## src/rtl/integer_to_ascii_radix_assert.svh

```systemverilog
// Assertion macros shared by the formatter modules.
`ifndef INTEGER_TO_ASCII_RADIX_ASSERT_SVH
`define INTEGER_TO_ASCII_RADIX_ASSERT_SVH

// A property that must hold whenever the block is out of reset.
`define ITOA_ASSERT(label, prop, msg) \
  label: assert property (@(posedge clk) disable iff (rst) (prop)) else $error(msg);

// A property that must hold even during reset.
`define ITOA_ASSERT_ALWAYS(label, prop, msg) \
  label: assert property (@(posedge clk) (prop)) else $error(msg);

`endif

```

## src/rtl/itoa_pkg.sv

```systemverilog
package itoa_pkg;

  localparam int unsigned ValueW = 32;
  localparam int unsigned MaxChars = 32;
  localparam int unsigned DecDigits = 10;

  typedef enum logic [1:0] {
    BASE_BIN = 2'd0,
    BASE_OCT = 2'd1,
    BASE_DEC = 2'd2,
    BASE_HEX = 2'd3
  } base_t;

  localparam logic [7:0] CharMinus = 8'h2d;

  // One formatted number: digits in place, most significant first.
  typedef struct packed {
    logic [MaxChars-1:0][3:0] digits;
    logic [5:0] first;
    logic neg;
  } fmt_t;

  function automatic logic [7:0] digit_char(input logic [3:0] d);
    logic [7:0] c;
    if (d < 4'd10) begin
      c = 8'h30 + {4'd0, d};
    end else begin
      c = 8'h57 + {4'd0, d};
    end
    return c;
  endfunction

endpackage

```

## src/rtl/itoa_conv.sv

```systemverilog
// Pipelined conversion: prepare, decimal split over ten stages, digit layout.
module itoa_conv (
  input  logic                        clk,
  input  logic                        rst,
  input  logic                        in_valid,
  input  logic [itoa_pkg::ValueW-1:0] in_value,
  input  logic                        in_is_signed,
  input  logic                        in_narrow,
  input  logic [1:0]                  in_opcode,
  input  logic                        adv,
  output logic                        out_valid,
  output itoa_pkg::fmt_t              out_fmt
);
  import itoa_pkg::*;
  `include "integer_to_ascii_radix_assert.svh"

  localparam int unsigned Stages = DecDigits + 2;

  typedef struct packed {
    logic [ValueW-1:0] rem;
    logic [DecDigits-1:0][3:0] dec;
    logic [1:0] base;
    logic neg;
  } work_t;

  logic [Stages-1:0] vld;
  work_t st [Stages-1];
  fmt_t fmt;

  // Stage 0: extension and sign handling.
  logic [ValueW-1:0] v_ext;
  logic neg0;
  always_comb begin
    v_ext = in_value;
    if (in_narrow) begin
      v_ext = {{16{in_is_signed & in_value[15]}}, in_value[15:0]};
    end
    neg0 = in_is_signed && (in_opcode == BASE_DEC) && v_ext[ValueW-1];
    if (neg0) begin
      v_ext = 32'd0 - v_ext;
    end
  end

  always_ff @(posedge clk) begin
    if (rst) begin
      vld <= '0;
    end else if (adv) begin
      vld <= {vld[Stages-2:0], in_valid};
    end
  end

  always_ff @(posedge clk) begin
    if (adv) begin
      st[0].rem <= v_ext;
      st[0].dec <= '0;
      st[0].base <= in_opcode;
      st[0].neg <= neg0;
    end
  end

  // Decimal stages: one power of ten per stage by restoring subtraction.
  for (genvar g = 0; g < DecDigits; g++) begin : g_dec
    localparam int unsigned Pos = DecDigits - 1 - g;
    localparam logic [35:0] Pw = 36'(64'd10 ** Pos);
    logic [3:0] q;
    logic [ValueW-1:0] r;
    work_t nxt;
    always_comb begin
      q = '0;
      r = st[g].rem;
      if (st[g].base == BASE_DEC) begin
        for (int k = 3; k >= 0; k--) begin
          if ({4'd0, r} >= (Pw << k)) begin
            r = ValueW'({4'd0, r} - (Pw << k));
            q[k] = 1'b1;
          end
        end
      end
      nxt = st[g];
      nxt.rem = r;
      nxt.dec[Pos] = q;
    end
    always_ff @(posedge clk) begin
      if (adv) begin
        st[g+1] <= nxt;
      end
    end
  end

  // Final stage: digit layout and leading-zero search.
  always_comb begin
    work_t w;
    logic [ValueW-1:0] raw;
    w = st[DecDigits];
    raw = w.rem;
    fmt.digits = '0;
    fmt.neg = w.neg;
    fmt.first = 6'd31;
    case (w.base)
      BASE_BIN: begin
        for (int i = 0; i < 32; i++) fmt.digits[i] = {3'd0, raw[31-i]};
      end
      BASE_OCT: begin
        fmt.digits[21] = {2'd0, raw[31:30]};
        for (int i = 0; i < 10; i++) fmt.digits[22+i] = {1'b0, raw[29-3*i -: 3]};
      end
      BASE_HEX: begin
        for (int i = 0; i < 8; i++) fmt.digits[24+i] = raw[31-4*i -: 4];
      end
      default: begin
        for (int i = 0; i < 10; i++) fmt.digits[22+i] = w.dec[9-i];
      end
    endcase
    for (int i = 31; i >= 0; i--) begin
      if (fmt.digits[i] != 4'd0) fmt.first = 6'(i);
    end
  end

  always_ff @(posedge clk) begin
    if (adv) out_fmt <= fmt;
  end

  assign out_valid = vld[Stages-1];

  `ITOA_ASSERT(a_first_range, out_valid |-> out_fmt.first < 6'd32, "digit start out of range")
  `ITOA_ASSERT(a_dec_small, out_valid && out_fmt.neg |-> out_fmt.first >= 6'd22,
               "negative number too long")
  `ITOA_ASSERT(a_hold, !adv |=> $stable(vld), "pipeline moved while held")

endmodule

```

## src/rtl/integer_to_ascii_radix.sv

```systemverilog
// Path: an accepted item runs through the conversion pipeline and is then
// loaded into the serializer before its first character is offered.
// Throughput: one item per cycle enters the 12-stage conversion pipeline unless
// in_stall is high; the serializer emits one character per cycle unless out_stall
// is high, 1 to 32 per item, so each item's characters set the sustained rate.
// Reset: synchronous, active high; clears all valid bits and the serializer.
module integer_to_ascii_radix (
  input  logic                        clk,
  input  logic                        rst,
  input  logic                        in_valid,
  output logic                        in_stall,
  input  logic [itoa_pkg::ValueW-1:0] value,
  input  logic                        is_signed,
  input  logic                        narrow,
  input  logic [1:0]                  opcode,
  output logic                        out_valid,
  input  logic                        out_stall,
  output logic [7:0]                  char_out,
  output logic                        last
);
  import itoa_pkg::*;
  `include "integer_to_ascii_radix_assert.svh"

  // The pipeline advances whenever the serializer can take its head.
  logic busy;
  logic p_valid;
  fmt_t p_fmt;
  logic adv;
  fmt_t cur;
  logic [5:0] pos;
  logic sign_pend;
  logic at_end;

  // The serializer sits on the final character of its number.
  assign at_end = !sign_pend && (pos == 6'd31);
  // The head is taken when the serializer is idle or hands off its last
  // character in this cycle.
  assign adv = !p_valid || !busy || (!out_stall && at_end);
  assign in_stall = !adv;

  itoa_conv u_conv (
    .clk(clk), .rst(rst), .in_valid(in_valid), .in_value(value),
    .in_is_signed(is_signed), .in_narrow(narrow), .in_opcode(opcode),
    .adv(adv), .out_valid(p_valid), .out_fmt(p_fmt)
  );

  // The serializer walks the digit row from the first nonzero digit.
  always_ff @(posedge clk) begin
    if (rst) begin
      busy <= 1'b0;
    end else if (!busy || !out_stall) begin
      if (!busy || at_end) begin
        busy <= p_valid;
        if (p_valid) begin
          cur <= p_fmt;
          pos <= p_fmt.first;
          sign_pend <= p_fmt.neg;
        end
      end else if (sign_pend) begin
        sign_pend <= 1'b0;
      end else begin
        pos <= pos + 6'd1;
      end
    end
  end

  assign out_valid = busy;
  assign char_out = sign_pend ? CharMinus : digit_char(cur.digits[pos[4:0]]);
  assign last = at_end;

  `ITOA_ASSERT(a_last_no_sign, out_valid && last |-> !sign_pend, "last on minus sign")
  `ITOA_ASSERT(a_out_stall_hold, out_valid && out_stall |=> out_valid && $stable(char_out),
               "stalled character changed")
  `ITOA_ASSERT_ALWAYS(a_pos_range, rst || !busy || pos < 6'd32, "position out of range")

endmodule
```

## config.mk

```make
export PLATFORM = sky130hd
export DESIGN_NAME = integer_to_ascii_radix
export DESIGN_NICKNAME = d
export VERILOG_FILES = /design/src/rtl/itoa_pkg.sv /design/src/rtl/itoa_conv.sv /design/src/rtl/integer_to_ascii_radix.sv
export VERILOG_INCLUDE_DIRS = /design/src /design/src/rtl
export SDC_FILE = /design/constraint.sdc
export NUM_CORES = 2
export LEC_CHECK = 0
export ABC_AREA = 1
export BUFFER_PORTS_ARGS = -buffer_cell sky130_fd_sc_hd__buf_2
export CAP_MARGIN = 20
export CELL_PAD_IN_SITES_DETAIL_PLACEMENT = 2
export CELL_PAD_IN_SITES_GLOBAL_PLACEMENT = 2
export CORE_AREA = 4 4 420 588
export CTS_CLUSTER_SIZE = 40
export DETAILED_ROUTE_END_ITERATION = 10
export DIE_AREA = 0 0 424 592
export PLACE_DENSITY = 0.75
export SLEW_MARGIN = 20
export SYNTH_ARGS = -nofsm -noshare
export SYNTH_HDL_FRONTEND = slang
export SYNTH_SLANG_ARGS = --single-unit
```

## constraint.sdc

```tcl
create_clock -name clk -period 24.3 [get_ports clk]
set_input_delay 1.215 -clock clk [delete_from_list [all_inputs] [get_ports clk]]
set_output_delay 1.215 -clock clk [all_outputs]
set_load 0.01 [all_outputs]
```

==> results.py <==
metrics = {
    "worst_setup_path": {
        "critPathLaunch": "u_conv.st[7][49]$_DFFE_PN_",
        "critical_path_class": "reg -> reg",
        "critPathSlowestCell": "nand3_2",
        "slowest_delay_ns": 0.61,
        "path_max_fanout": 34,
        "ff2ff_path_depth": 34,
        "cp-endpoint": "u_conv.st[8][47]$_DFFE_PN_",
        "r2r_start": "u_conv.st[7][49]$_DFFE_PN_",
        "r2r_slack_ns": 15.74,
        "cp-start-kind": "flip-flop",
        "crit_top_cell": "nand2_1",
        "cp.arrival_ns": 8.97,
        "end_kind": "flip-flop",
        "reg2reg_to": "u_conv.st[8][47]$_DFFE_PN_",
        "required_ns": 24.71,
    },
    "timing": {
        "rsz0062_at_grt": "false",
        "min_period_ns": 8.558,
        "finClkSkew_ns": 0.04511,
        "setup_viol": 0,
        "tightest_slew_ns": 1.122,
        "slew_headroom_pct": 24.40,
        "setup_tns_ns": 0,
        "fmax_ghz": 0.1169,
        "slew_viol_final": 0,
        "hold_violations": 0,
        "fin_crit_sh_pct": 35.22,
    },
    "finish": {
        "layout.nets": 11580,
        "nFillCells": 30220,
        "multiInputGateArea_sq_um": 42730,
        "mostFrequentLayoutCell": "nand2_1",
        "syn_to_final_growth_pct": 8.083,
        "seqCellArea_sq_um": 22240,
        "final_cell_mix": "nand2_1 (4165), nor2_1 (1566), inv_1 (1409), nand3_1 (1179), edfxtp_1 (732)",
        "drive_gt1_share_pct": 6.052,
    },
    "floorplanning": {
        "core_area_sq_um": 242100,
        "die_h_microns": 592,
        "ioPinCount": 51,
        "die_x_microns": 424,
        "start_util_pct": 29.78,
        "die_area_sq_um": 251000,
        "num_rows": 214,
    },
    "synth": {
        "yosysWarnings": 0,
        "synthAdderAreaFrac_pct": 1.232,
        "syn-num-nets": 11640,
        "ys_types": 73,
        "synthesis.area_sq_um": 72090,
        "synthTopCellsByArea": "edfxtp_1 (30%), nand2_1 (22%), nor2_1 (8.2%)",
        "yosysSeqAreaShare_pct": 30.85,
        "synthXorXnorAreaFrac_pct": 5.957,
        "synthesis.instances": 11529,
        "synth_top_family_by_area": "simple AND/OR/NAND/NOR gates",
        "synth_area_leader_cell": "edfxtp_1",
        "ys_ff_latch": 745,
        "synth_simple_gate_area_share_pct": 47.13,
        "syn_avg_cell_area_sq_um": 6.253,
        "synth_mux_area_share_pct": 0,
        "yosys.area.top_type_share_pct": 30.49,
        "synth_compound_area_share_pct": 4.882,
    },
    "global_routing": {
        "grt_usage_pct": 25.81,
        "globalRoute.totalOverflow": 0,
        "grt_first_pass_wirelength_microns": 507000,
        "grt_pass1_vias": 84748,
        "grt_max_degree": 183,
        "antenna_found_initial": 3,
    },
    "route": {
        "met3_length_microns": 6153,
        "drt_first_pass_iters": 5,
        "drc": 0,
        "wl_met2_microns": 181400,
        "drt_first_iter_violations": 3802,
        "antenna_left": 0,
        "vias": 77099,
        "wl_met1_microns": 126400,
        "wl_per_cell_microns": 22.63,
        "wirelength_microns": 334300,
        "top_layer": "met4",
        "viasPerCell": 5.218,
    },
    "place": {
        "hpwl_microns": 277500,
        "gp_congestion": 0.9580,
        "portBuffers": 48,
    },
    "clock_tree": {
        "cts-htree-levels": 3,
        "clock_path_buffers": 3,
        "cts-buffers-inserted": 83,
        "cts_resized": 0,
        "path_clk_slew_ns": 0.07,
        "cts-root-buf": "clkbuf_16",
        "cts.sinks": 745,
        "post_cts_buffers": 0,
        "clk_latency_ns": 0.72,
        "cts_tree": "built",
        "cts_hold_buf": 0,
    },
    "hold_path": {
        "hold_class": "reg -> reg",
        "holdPathStages": 0,
        "holdCritStartpoint": "u_conv.st[9][11]$_DFFE_PN_",
    },
    "status": {
        "outcome": "completed",
    },
    "job": {
        "maxCapViolations": 0,
    },
}
==> flip-flops by register name (all words and copies together) (netlist names) <==
register        count
cur                62
out_valid           1
pos                 6
sign_pend           1
u_conv.out_fmt     68
u_conv.st         595
u_conv.vld         12
==> critical path: cells and delay by family (launching register included) <==
kind            cells  cell delay (ns)
flops               1             0.52
xor+xnor            2             0.92
compound gates      2             0.67
buf+inv             4             0.62
simple gates       23             4.87
fa+ha+maj           3             0.63
==> kinds of logic after synthesis <==
kind of cell / count (synthesis)
buffers and inverters: 1729
XOR/XNOR: 483
adder cells (fa/ha/maj): 71
other: 2
AND/OR/NAND/NOR: 7882
flip-flops: 745
AO/OA/AOI/OAI: 617
==> area by class of cell <==
type	count	area share [%]
well taps	3240	5.203
multi-input cells	9055	54.85
clock inverters	55	0.7740
clock buffers	95	2.724
inverters	1504	7.249
flip-flops and latches	745	28.55
diodes	1	0.003212
repair buffers	80	0.6520
==> metal layers <==
metal	up-vias	GRT usage, %
met2	1227	51.13
met1	38504	26.83
met4	0	13.77
met3	664	1.690
li1	36704	-
met5	-	0
==> through the flow <==
stage	instance area, sq um	setup slack, ns	cells	utilization (%)	hold WS [ns]
after floorplan	72090	3.461	11529	-	0.4003
after global placement	75150	15.76	14622	31.05	0.4005
after detailed placement	75170	15.87	14623	31.06	0.4051
after CTS	77900	15.82	14773	32.18	0.3917
after global routing	77910	15.01	14775	32.19	0.3980
final	77910	15.74	14775	32.19	0.3900
==> how the worst min path moves through the flow <==
stage / to
5_1_grt: u_conv.st[7][38]$_DFFE_PN_
3_3_place_gp: u_conv.st[10][22]$_DFFE_PN_
6_report: u_conv.st[10][11]$_DFFE_PN_
2_1_floorplan: cur[100]$_DFFE_PP_
3_5_place_dp: u_conv.st[6][29]$_DFFE_PN_
4_1_cts: u_conv.st[7][38]$_DFFE_PN_
==> synth_stat cells (all sizes together) <==
library cell and n:
ha 71, a21o 2, o31ai 7, and3 4
a31o 1, clkinv 16, dlygate4sd1 5, o211ai 14
o221ai 4, nor3b 6, conb 2, a31oi 7
o21bai 19, or3 2, inv 1488, nand3b 89
and2 13, nor2 1721, or2 22, dfxtp 13
nand3 1221, clkbuf 72, nand2 4309, a22o 1
xnor2 102, nor3 128, a211oi 1, o211a 1
xor2 381, o21a 3, nand4 334, buf 148
a21oi 141, a32o 2, a21boi 5, o22ai 25
edfxtp 732, a221oi 2, nor4 33, o2111ai 9
o21ai 373
Power is not shown: default switching activity piles up to over one toggle a cycle in this logic, so the estimate is an artifact.
